[src/rtl/wsd_pkg.sv]
// WebSocket deframer package: result codes, opcodes, length markers, result struct.
// No dependencies.
package wsd_pkg;

  localparam int unsigned LengthBitsDef = 64;

  typedef enum logic [1:0] {
    KIND_DATA  = 2'd0,
    KIND_EMPTY = 2'd1,
    KIND_CLOSE = 2'd2
  } kind_e;

  localparam logic [3:0] OP_TEXT   = 4'h1;
  localparam logic [3:0] OP_BINARY = 4'h2;
  localparam logic [3:0] OP_CLOSE  = 4'h8;

  localparam logic [6:0] LEN7_EXT16 = 7'd126;
  localparam logic [6:0] LEN7_EXT64 = 7'd127;

  // extended-length / key bytes still to come, minus one
  localparam logic [2:0] EXT16_CNT = 3'd1;
  localparam logic [2:0] EXT64_CNT = 3'd7;
  localparam logic [2:0] KEY_CNT   = 3'd3;

  typedef struct packed {
    logic       valid;
    kind_e      kind;
    logic [3:0] frame_opcode;
    logic [7:0] payload_byte;
    logic       last;
  } res_t;

  function automatic logic is_data_op(input logic [3:0] op);
    return (op == OP_TEXT) || (op == OP_BINARY);
  endfunction

endpackage

[src/rtl/wsd_if.sv]
// Handshake interfaces for the deframer: received byte channel and result channel.
// Depends on nothing.
interface wsd_rx_if;
  logic       valid;
  logic       ready;
  logic [7:0] rx_byte;

  modport source (output valid, output rx_byte, input ready);
  modport sink (input valid, input rx_byte, output ready);
endinterface

interface wsd_res_if;
  logic       valid;
  logic       ready;
  logic [1:0] kind;
  logic [3:0] frame_opcode;
  logic [7:0] payload_byte;
  logic       last;

  modport source (output valid, output kind, output frame_opcode, output payload_byte,
                  output last, input ready);
  modport sink (input valid, input kind, input frame_opcode, input payload_byte,
                input last, output ready);
endinterface

[src/rtl/wsd_parser.sv]
// Frame parser: header/length/key state and payload unmasking, one byte per step.
// Depends on wsd_pkg.
module wsd_parser
  import wsd_pkg::*;
#(
  parameter int unsigned LENGTH_BITS = LengthBitsDef
) (
  input  logic       clk_i,
  input  logic       rst_ni,
  input  logic       step_i,
  input  logic [7:0] byte_i,
  output res_t       res_o
);

  typedef enum logic [2:0] {
    PH_HDR0 = 3'd0,
    PH_HDR1 = 3'd1,
    PH_EXT  = 3'd2,
    PH_KEY  = 3'd3,
    PH_DATA = 3'd4
  } phase_e;

  localparam logic [LENGTH_BITS-1:0] LenOne = LENGTH_BITS'(1);

  phase_e                 phase_q, phase_d;
  logic [3:0]             op_q, op_d;
  logic                   mask_q, mask_d;
  logic [LENGTH_BITS-1:0] rem_q, rem_d;
  logic [2:0]             hbc_q, hbc_d;
  logic [31:0]            key_q, key_d;
  logic [1:0]             pos_q, pos_d;
  logic                   closed_q, closed_d;

  logic       len_done;
  logic       hdr_done;
  logic [7:0] key_byte;
  logic [6:0] len7;

  always_comb begin
    phase_d  = phase_q;
    op_d     = op_q;
    mask_d   = mask_q;
    rem_d    = rem_q;
    hbc_d    = hbc_q;
    key_d    = key_q;
    pos_d    = pos_q;
    closed_d = closed_q;
    len_done = 1'b0;
    hdr_done = 1'b0;
    len7     = byte_i[6:0];
    key_byte = 8'd0;
    res_o    = '{valid: 1'b0, kind: KIND_DATA, frame_opcode: 4'd0,
                 payload_byte: 8'd0, last: 1'b0};

    unique case (pos_q)
      2'd0:    key_byte = key_q[31:24];
      2'd1:    key_byte = key_q[23:16];
      2'd2:    key_byte = key_q[15:8];
      default: key_byte = key_q[7:0];
    endcase

    if (step_i && !closed_q) begin
      unique case (phase_q)
        PH_HDR1: begin
          mask_d = byte_i[7];
          rem_d  = '0;
          if (len7 == LEN7_EXT16) begin
            hbc_d   = EXT16_CNT;
            phase_d = PH_EXT;
          end else if (len7 == LEN7_EXT64) begin
            hbc_d   = EXT64_CNT;
            phase_d = PH_EXT;
          end else begin
            rem_d    = {{(LENGTH_BITS-7){1'b0}}, len7};
            len_done = 1'b1;
          end
        end
        PH_EXT: begin
          // saturate once the next shift would overflow
          if (rem_q[LENGTH_BITS-1 -: 8] != 8'd0) rem_d = '1;
          else rem_d = {rem_q[LENGTH_BITS-9:0], byte_i};
          if (hbc_q == 3'd0) len_done = 1'b1;
          else hbc_d = hbc_q - 3'd1;
        end
        PH_KEY: begin
          key_d = {key_q[23:0], byte_i};
          if (hbc_q == 3'd0) hdr_done = 1'b1;
          else hbc_d = hbc_q - 3'd1;
        end
        PH_DATA: begin
          pos_d = pos_q + 2'd1;
          rem_d = rem_q - LenOne;
          if (rem_q == LenOne) phase_d = PH_HDR0;
          if (is_data_op(op_q)) begin
            res_o.valid        = 1'b1;
            res_o.kind         = KIND_DATA;
            res_o.frame_opcode = op_q;
            res_o.payload_byte = byte_i ^ (mask_q ? key_byte : 8'd0);
            res_o.last         = (rem_q == LenOne);
          end
        end
        default: begin
          op_d    = byte_i[3:0];
          phase_d = PH_HDR1;
        end
      endcase

      if (len_done) begin
        if (mask_d) begin
          key_d   = '0;
          hbc_d   = KEY_CNT;
          phase_d = PH_KEY;
        end else begin
          hdr_done = 1'b1;
        end
      end

      if (hdr_done) begin
        if (op_q == OP_CLOSE) begin
          closed_d           = 1'b1;
          phase_d            = PH_HDR0;
          res_o.valid        = 1'b1;
          res_o.kind         = KIND_CLOSE;
          res_o.frame_opcode = op_q;
        end else begin
          pos_d = 2'd0;
          if (rem_d == '0) begin
            phase_d = PH_HDR0;
            if (is_data_op(op_q)) begin
              res_o.valid        = 1'b1;
              res_o.kind         = KIND_EMPTY;
              res_o.frame_opcode = op_q;
              res_o.last         = 1'b1;
            end
          end else begin
            phase_d = PH_DATA;
          end
        end
      end
    end
  end

  always_ff @(posedge clk_i or negedge rst_ni) begin
    if (!rst_ni) begin
      phase_q  <= PH_HDR0;
      op_q     <= '0;
      mask_q   <= 1'b0;
      rem_q    <= '0;
      hbc_q    <= '0;
      key_q    <= '0;
      pos_q    <= '0;
      closed_q <= 1'b0;
    end else begin
      phase_q  <= phase_d;
      op_q     <= op_d;
      mask_q   <= mask_d;
      rem_q    <= rem_d;
      hbc_q    <= hbc_d;
      key_q    <= key_d;
      pos_q    <= pos_d;
      closed_q <= closed_d;
    end
  end

endmodule

[src/rtl/wsd_out_stage.sv]
// Result register: holds one result item until the sink takes it.
// Depends on wsd_pkg and wsd_if.
module wsd_out_stage
  import wsd_pkg::*;
(
  input  logic       clk_i,
  input  logic       rst_ni,
  input  res_t       res_i,
  output logic       free_o,
  wsd_res_if.source  res_o
);

  logic valid_q;
  res_t data_q;

  assign free_o = !valid_q || res_o.ready;

  always_ff @(posedge clk_i or negedge rst_ni) begin
    if (!rst_ni) begin
      valid_q <= 1'b0;
    end else if (free_o) begin
      valid_q <= res_i.valid;
    end
  end

  always_ff @(posedge clk_i) begin
    if (free_o && res_i.valid) begin
      data_q <= res_i;
    end
  end

  assign res_o.valid        = valid_q;
  assign res_o.kind         = data_q.kind;
  assign res_o.frame_opcode = data_q.frame_opcode;
  assign res_o.payload_byte = data_q.payload_byte;
  assign res_o.last         = data_q.last;

endmodule

[src/rtl/websocket_frame_deframer_unit.sv]
// WebSocket frame deframer top: input byte register, parser, result register.
// Depends on wsd_pkg, wsd_if, wsd_parser, wsd_out_stage.
//
//   channel | dir | payload                                       | handshake
//   rx_i    | in  | rx_byte[7:0]                                  | valid/ready
//   res_o   | out | kind[1:0] frame_opcode[3:0] payload_byte[7:0] | valid/ready
//                   last
//
// One byte per cycle sustained while res_o does not stall; a result reaches res_o through
// the input register, which feeds the parser, and the result register, which holds its output.
// Reset clears all frame state; bytes after a close frame are dropped until reset.
// A stall on res_o holds the result register; the input register still takes one
// more byte if it is empty, then rx_i.ready drops until the result is taken.
module websocket_frame_deframer_unit
  import wsd_pkg::*;
#(
  parameter int unsigned LENGTH_BITS = LengthBitsDef
) (
  input  logic      clk_i,
  input  logic      rst_ni,
  wsd_rx_if.sink    rx_i,
  wsd_res_if.source res_o
);

  logic       in_valid_q;
  logic [7:0] in_byte_q;
  logic       out_free;
  logic       step;
  res_t       res;

  assign step       = in_valid_q && out_free;
  assign rx_i.ready = !in_valid_q || out_free;

  always_ff @(posedge clk_i or negedge rst_ni) begin
    if (!rst_ni) begin
      in_valid_q <= 1'b0;
    end else if (rx_i.ready) begin
      in_valid_q <= rx_i.valid;
    end
  end

  always_ff @(posedge clk_i) begin
    if (rx_i.ready && rx_i.valid) begin
      in_byte_q <= rx_i.rx_byte;
    end
  end

  wsd_parser #(
    .LENGTH_BITS(LENGTH_BITS)
  ) u_parser (
    .clk_i (clk_i),
    .rst_ni(rst_ni),
    .step_i(step),
    .byte_i(in_byte_q),
    .res_o (res)
  );

  wsd_out_stage u_out (
    .clk_i (clk_i),
    .rst_ni(rst_ni),
    .res_i (res),
    .free_o(out_free),
    .res_o (res_o)
  );

  // a result produced by the parser lands in the result register
  a_res_lands: assert property (@(posedge clk_i) disable iff (!rst_ni)
    step && res.valid |=> res_o.valid)
    else $error("parser result was not captured");

  // input side only stalls when both stages are full and the sink stalls
  a_stall_cause: assert property (@(posedge clk_i) disable iff (!rst_ni)
    !rx_i.ready |-> in_valid_q && res_o.valid && !res_o.ready)
    else $error("input stalled without a full pipeline");

  // only payload items carry a byte; close items never flag last
  a_res_fields: assert property (@(posedge clk_i) disable iff (!rst_ni)
    step && res.valid && res.kind != KIND_DATA |->
      res.payload_byte == 8'd0 && (res.kind != KIND_CLOSE || !res.last))
    else $error("non-payload result carries payload fields");

endmodule

[src/flat_wrapper.sv]
// flat-port wrapper written by rule: the top's interface ports become plain ports
module websocket_frame_deframer_unit_flat import wsd_pkg::*;
#(
  parameter int unsigned LENGTH_BITS = LengthBitsDef
)
  (clk_i, rst_ni, rx_i_valid, rx_i_rx_byte, rx_i_ready, res_o_valid, res_o_kind, res_o_frame_opcode, res_o_payload_byte, res_o_last, res_o_ready);
  wsd_rx_if rx_i_i ();
  wsd_res_if res_o_i ();
  input  logic clk_i;
  input  logic rst_ni;
  input wire logic [$bits(rx_i_i.valid)-1:0] rx_i_valid;
  input wire logic [$bits(rx_i_i.rx_byte)-1:0] rx_i_rx_byte;
  output wire logic [$bits(rx_i_i.ready)-1:0] rx_i_ready;
  output wire logic [$bits(res_o_i.valid)-1:0] res_o_valid;
  output wire logic [$bits(res_o_i.kind)-1:0] res_o_kind;
  output wire logic [$bits(res_o_i.frame_opcode)-1:0] res_o_frame_opcode;
  output wire logic [$bits(res_o_i.payload_byte)-1:0] res_o_payload_byte;
  output wire logic [$bits(res_o_i.last)-1:0] res_o_last;
  input wire logic [$bits(res_o_i.ready)-1:0] res_o_ready;
  assign rx_i_i.valid = rx_i_valid;
  assign rx_i_i.rx_byte = rx_i_rx_byte;
  assign rx_i_ready = rx_i_i.ready;
  assign res_o_valid = res_o_i.valid;
  assign res_o_kind = res_o_i.kind;
  assign res_o_frame_opcode = res_o_i.frame_opcode;
  assign res_o_payload_byte = res_o_i.payload_byte;
  assign res_o_last = res_o_i.last;
  assign res_o_i.ready = res_o_ready;
  websocket_frame_deframer_unit #(.LENGTH_BITS(LENGTH_BITS)) u_core (.clk_i(clk_i), .rst_ni(rst_ni), .rx_i(rx_i_i), .res_o(res_o_i));
endmodule
[config.mk]
export PLATFORM = sky130hd
export DESIGN_NAME = websocket_frame_deframer_unit_flat
export DESIGN_NICKNAME = d
export VERILOG_FILES = /design/src/rtl/wsd_pkg.sv /design/src/rtl/wsd_if.sv /design/src/rtl/wsd_parser.sv /design/src/rtl/wsd_out_stage.sv /design/src/rtl/websocket_frame_deframer_unit.sv /design/src/flat_wrapper.sv
export SDC_FILE = /design/constraint.sdc
export NUM_CORES = 1
export LEC_CHECK = 0
export BUFFER_PORTS_ARGS = -buffer_cell sky130_fd_sc_hd__buf_2
export CELL_PAD_IN_SITES_DETAIL_PLACEMENT = 0
export CELL_PAD_IN_SITES_GLOBAL_PLACEMENT = 1
export CORE_MARGIN = 5
export CORE_UTILIZATION = 40
export CTS_CLUSTER_SIZE = 28
export DETAILED_ROUTE_END_ITERATION = 16
export HOLD_SLACK_MARGIN = 0.03
export PLACE_DENSITY = 0.71
export RECOVER_POWER = 25
export SYNTH_ARGS = -nofsm -noshare
export SYNTH_HDL_FRONTEND = slang
export SYNTH_SLANG_ARGS = --single-unit
[constraint.sdc]
create_clock -name clk_i -period 6.3 [get_ports clk_i]
set_clock_uncertainty 0.05 [all_clocks]
set_input_delay 1.575 -clock clk_i [delete_from_list [all_inputs] [get_ports clk_i]]
set_output_delay 1.575 -clock clk_i [all_outputs]
set_load 0.005 [all_outputs]
Word-level counts from Yosys, hierarchy flattened
Index checks and enable logic that the tools add are counted.

Flip-flop bits (word level): 135. Bits of input ports: 12. Output and inout bits: 17. Logic and storage cells: 101.

Add/sub/neg operators: 3. Equality and inequality tests: 12. Muxes and demuxes: 50. Bitwise operators: 2. Reduce and logical (&&, ||, !) cells: 19.

Operators by type and width (count): 64-bit one-hot mux with 3 select lines (1); 64-bit 2-to-1 mux (2); 32-bit 2-to-1 mux (3); 64-bit by 1-bit equality test with 1-bit output, second input constant (1); 64-bit zero test (1); 64-bit by 1-bit subtractor with 64-bit output, second input constant (1); 16-bit 2-to-1 mux (3); 7-bit 2-to-1 mux (6); 3-bit 2-to-1 mux (13); 8-bit one-hot mux with 3 select lines (1); 7-bit equality test, second input constant (2); 1-bit 2-to-1 mux (14); 3-bit one-hot mux with 3 select lines (1); 8-bit 2-to-1 mux (1); 8-bit nonzero test (1); 8-bit XOR (1); 3-bit by 2-bit equality test with 1-bit output, second input constant (2); 2-bit 2-to-1 mux (3); 3-bit one-hot mux with 2 select lines (1); 3-bit AND reduction (2); 4-bit by 1-bit equality test with 1-bit output, second input constant (1); 4-bit by 2-bit equality test with 1-bit output, second input constant (1); 4-bit equality test, second input constant (1); 1-bit logical AND (4); 15 further kinds (19).

Longest topological paths before layout
Depth after elaboration: 12. Mapped depth: 14. Mapped depth without buffers: 12.

Hierarchy
Synthesis repeated with hierarchy kept, for this count alone.

Cell total of the unflattened synthesis: 1217. Area total of the unflattened synthesis: 9678.0 um^2.

By module, submodules not included: wsd_parser (times used 1, cells an instance 1185, area each 8873.5 um^2, sequential area each 2752.6 um^2); wsd_out_stage (times used 1, cells an instance 19, area each 504.2 um^2, sequential area each 475.5 um^2); websocket_frame_deframer_unit (times used 1, cells an instance 13, area each 300.3 um^2, sequential area each 265.3 um^2).

Worst setup path before layout
Ideal clock, no wire load.

Path kind: reg2reg. From: register u_core.u_parser.rem_q[0]. To: register u_core.u_out.data_q, in the netlist u_core.u_out.res_o.frame_opcode[0], enable pin. Library setup time: 374 ps. Arrival: 3938 ps. Required time: 5876 ps. Path slack: 1938 ps. Stages on the path, launching flop included: 14. Buffers on the path: 1. Clock period less this slack: 4362 ps. Path through: dfrtp_1 -> inv_1 -> ha_1 -> or3b_1 -> clkbuf_1 -> or4_1 -> or4b_4 -> clkinv_2 -> and4bb_1 -> o22ai_1 -> or4_1 -> nor4_2 -> nand4_2 -> nand3b_1.

Longest elaborated chain between the ends: 9. Elaborated cells between the ends (all ways): 10. Classes of those cells: add/sub: 1; mux: 7; reduce/logical: 2.

RTL lines: from (decl) (RTL line wsd_parser.sv:28) `logic [LENGTH_BITS-1:0] rem_q, rem_d;`; from (signal assigned) (RTL line wsd_parser.sv:157) `rem_q <= rem_d;`; 64-bit by 1-bit subtractor with 64-bit output / 64-bit 2-to-1 mux (equally long branches) (RTL line wsd_parser.sv:92, wsd_parser.sv:80); 64-bit one-hot mux with 3 select lines * (RTL line wsd_parser.sv:63) `unique case (phase_q)`; 64-bit 2-to-1 mux * (RTL line wsd_parser.sv:62) `if (step_i && !closed_q) begin`; 64-bit zero test * (RTL line wsd_parser.sv:127) `if (rem_d == '0) begin`; 7-bit 2-to-1 mux * (RTL line wsd_parser.sv:127); 7-bit 2-to-1 mux * (RTL line wsd_parser.sv:119) `if (op_q == OP_CLOSE) begin`; 7-bit 2-to-1 mux * (RTL line wsd_parser.sv:118) `if (hdr_done) begin`; 16-bit 2-to-1 mux * (RTL line wsd_parser.sv:62); 1-bit logical AND * (RTL line wsd_out_stage.sv:27) `if (free_o && res_i.valid) begin`; to (signal assigned) (RTL line wsd_out_stage.sv:28) `data_q <= res_i;`; to (decl) (RTL line wsd_out_stage.sv:14) `res_t data_q;`.

Every way passes the cells marked *; elsewhere a longest branch is shown, timed or not. The select of a mux whose other input is x is not followed. A chain may end at the register's enable or synchronous reset.

Worst setup path in the final report
From: register u_core.u_parser.rem_q[24]. To: register u_core.u_out.data_q, in the netlist u_core.u_out.res_o.payload_byte[1], enable pin.

The elaborated chain is that of the path after synthesis.

==> impl_metrics.ini <==
[run_status]
status = finished, violations left
failed_checks = max-capacitance violations, max-slew violations

[yosys]
synth-seq-cells = 135
async_reset_ff_share_pct = 82.96
yosys_warnings = 0
netlist_instances = 1212
syn_area_um2 = 9438
synth_edf_count = 23
synth_top_area_share_pct = 29.70
synth_nets = 1232
syn_avg_cell_area_um2 = 7.787
yosysMostFrequentCell = nand2_1
ys_seq_area_share_pct = 37.01
synth.area.top_cells = dfrtp_1, nand2_1, edfxtp_1
synthTopCellsByCount = nand2_1, dfrtp_1, nor2_1
synth_ff_type = dfrtp_1
yosys.area.top_type = dfrtp_1
yosysUniqueCellTypes = 81

[die]
io_pins = 29
die_area_um2 = 26770
num_rows = 56
core_area_um2 = 23330
die_y_um = 163.6
fp.dieW_um = 163.6
initial_core_util_pct = 40.45

[power]
ir_drop_mv = 0.2721
p_seq_share_pct = 30.7
power_density_nw_per_um2 = 573.1
power.switching_uw = 3127
clkPwrFrac_pct = 16.7
p_leak_uw = 0.003950
p_int_uw = 2784
p_comb_share_pct = 52.6
swShare_pct = 52.90

[clocking]
cts_made_buffers = 17
clk_pin_slew_ns = 0.07
cts_hold_buf = 0
clockBufferDepth = 2
h-tree-depth = 4
clock_sinks = 135
cts-resized-gates = 0
cts_setup_buffers = 0
cts_tree = done
insertion_delay_ns = 0.44
clock-root-buffer = clkbuf_16

[worst_setup_path]
reg2reg_depth = 10
critPathSlowestCell = or4_1
cp_cell_sequence = or4_1 -> nor4_1 -> nand4_1 -> nor3_1 -> o221ai_1 -> nor4_1 -> nand3_1 -> nor4_4 -> nand4_2 -> nand3b_1
path_delay_family = simple AND/OR/NAND/NOR gates
cp.depth = 10
worstPathRequired_ns = 6.31
reg2reg_from = u_core.u_parser.rem_q[24]
cp-end-kind = register
cp_max_fo = 15
rrSetupSlack_ns = 0.95
cpPeakStageDelay_ns = 0.65
r2r_end = u_core.u_out.res_o.payload_byte[1]
path_class = reg2reg
worst_path_most_repeated_cell = nor4_1
start_kind = register
worst-endpoint-arrival_ns = 5.36
critPathBufInv = 0

[global_route]
grt.busiest_layer = met2
use_met3_pct = 5.198
grt_pass1_wl_mm = 56.32
use_met1_pct = 39.75
overflow = 0
grt_use_total_pct = 27.31
grtUsageMet2_pct = 39.85
grt_pass1_vias = 9011
antenna_found_initial = 0
grt_max_degree = 64

[cells_and_area]
final_cell_area_um2 = 10320
area_growth_pct = 9.306
nNetsFinal = 1195
drive_above_1_share_pct = 10.10

[sta]
worst-slew-pin-transition_ns = 3.860
finalSetupViolCount = 0
tns_ns = 0
hold_viol = 0
fin_ws_ns = 0.9497
period_needed_ns = 5.350
relSlewSlack_pct = -157.3
min_period_over_period_pct = 84.93
rsz0062_at_grt = no
fmax_mhz = 186.9
slew_viol_final = 64

[placement]
portBuffers = 28
dpl.hpwl_mm = 25.11
place_area_um2 = 9756
post-place-ws_ns = 1.197
gp_congestion = 1.001

[route]
first_pass_iters = 6
vias = 9729
wirelength_mm = 37.02
wl_per_cell_um = 24.55
ant_nets = 0
drc = 0
drtIter0Drc = 1554
viasPerCell = 6.452

[hold_path]
holdPathEnd = u_core.u_parser.key_q[31]
hold_start = u_core.u_parser.key_q[31]
hold_path_depth = 2
hold_class = reg2reg

[job]
maxCapViolations = 1
## area by class of cell
cell class                      count  area [um2]
Inverter                           19       72.57
Clock buffer                       18       429.2
Multi-Input combinational cell    949        5460
Timing Repair Buffer               53       326.6
Tap cell                          319       399.1
Antenna cell                        1       2.502
Fill cell                        2381       13020
Sequential cell                   135        3493
Clock inverter                     14       132.6
## cells in the final DEF, fill, tap and decap left out, drive strengths merged, types with 7 or more instances in the layout
master  instances
or2            13
buf            52
or4            23
o21a           16
or3            29
nor3           44
xnor2          16
a31oi           9
a21oi          87
a211oi         14
inv            27
dfrtp         112
a222oi          9
o22a            7
edfxtp         23
clkbuf         19
o21ai          97
o211ai          8
xor2           16
nand4          17
nor4           35
nand3          27
ha              8
nand2         207
nor2          112
o31ai          12
o22ai          10
## registers in the layout (all words and copies together), names as in the netlist
signal                           count
u_core.u_out.res_o.valid             1
u_core.u_out.res_o.last              1
u_core.u_out.res_o.frame_opcode      4
u_core.u_out.res_o.kind              2
u_core.u_parser.closed_q             1
u_core.u_parser.mask_q               1
u_core.u_parser.hbc_q                3
u_core.u_parser.pos_q                2
u_core.in_byte_q                     8
u_core.u_parser.rem_q               64
u_core.u_parser.key_q               32
u_core.u_out.res_o.payload_byte      8
u_core.u_parser.op_q                 4
u_core.in_valid_q                    1
u_core.u_parser.phase_q              3
## tightest hold or removal path, delay by kind of cell, from the launching register on
family,cells,cell delay (ns)
simple gates,1,0.05
compound gates,1,0.06
flops,1,0.38
## through the flow
step / utilization, % / hold WS, ns / power, uW / instances
floorplan: - / 0.4056 / 3738 / 1212
global placement: 41.81 / 0.4426 / 4814 / 1475
detailed placement: 41.81 / 0.4663 / 4787 / 1475
CTS: 44.22 / 0.4795 / 5795 / 1507
global route: 44.20 / 0.4914 / 6199 / 1507
finish: 44.21 / 0.4764 / 5912 / 1508
## routing by layer
layer / share of wire [%] / routed length, um
met1: 44 / 16170
met2: 43 / 15910
met3: 9.5 / 3526
met4: 3.8 / 1416
met5: 0 / 0
## power groups by stage
| stage | sequential, uW | combinational (uW) | clock, uW |
|---|---|---|---|
| after floorplan | 1460 | 2270 | 0 |
| after global placement | 1790 | 3030 | 0 |
| after detailed placement | 1790 | 2990 | 0 |
| after CTS | 1780 | 3010 | 1000 |
| after global routing | 1850 | 3310 | 1030 |
| final | 1810 | 3110 | 990 |
## kinds of logic after synthesis
family,after synthesis,share of synthesized area (%)
adder cells (fa/ha/maj),11,1.379
AND/OR/NAND/NOR,546,28.09
other,1,0.03973
AO/OA/AOI/OAI,353,24.35
flip-flops,135,37.01
multiplexers,6,0.7158
buffers and inverters,128,5.435
XOR/XNOR,32,2.970
## how the worst max path moves through the flow
stage,slack (ns),end,startpoint
finish,0.95,u_core.u_out.res_o.payload_byte[1],u_core.u_parser.rem_q[24]
global route,0.70,u_core.u_out.res_o.payload_byte[1],u_core.u_parser.rem_q[24]
CTS,1.18,u_core.u_out.res_o.payload_byte[1],u_core.u_parser.rem_q[0]
detailed placement,1.20,u_core.u_out.res_o.payload_byte[7],u_core.u_parser.rem_q[0]
global placement,1.21,u_core.u_out.res_o.payload_byte[1],u_core.u_parser.rem_q[59]
floorplan,1.94,u_core.u_out.res_o.frame_opcode[0],u_core.u_parser.rem_q[0]
Note: power is estimated with default switching activity, not from simulation.
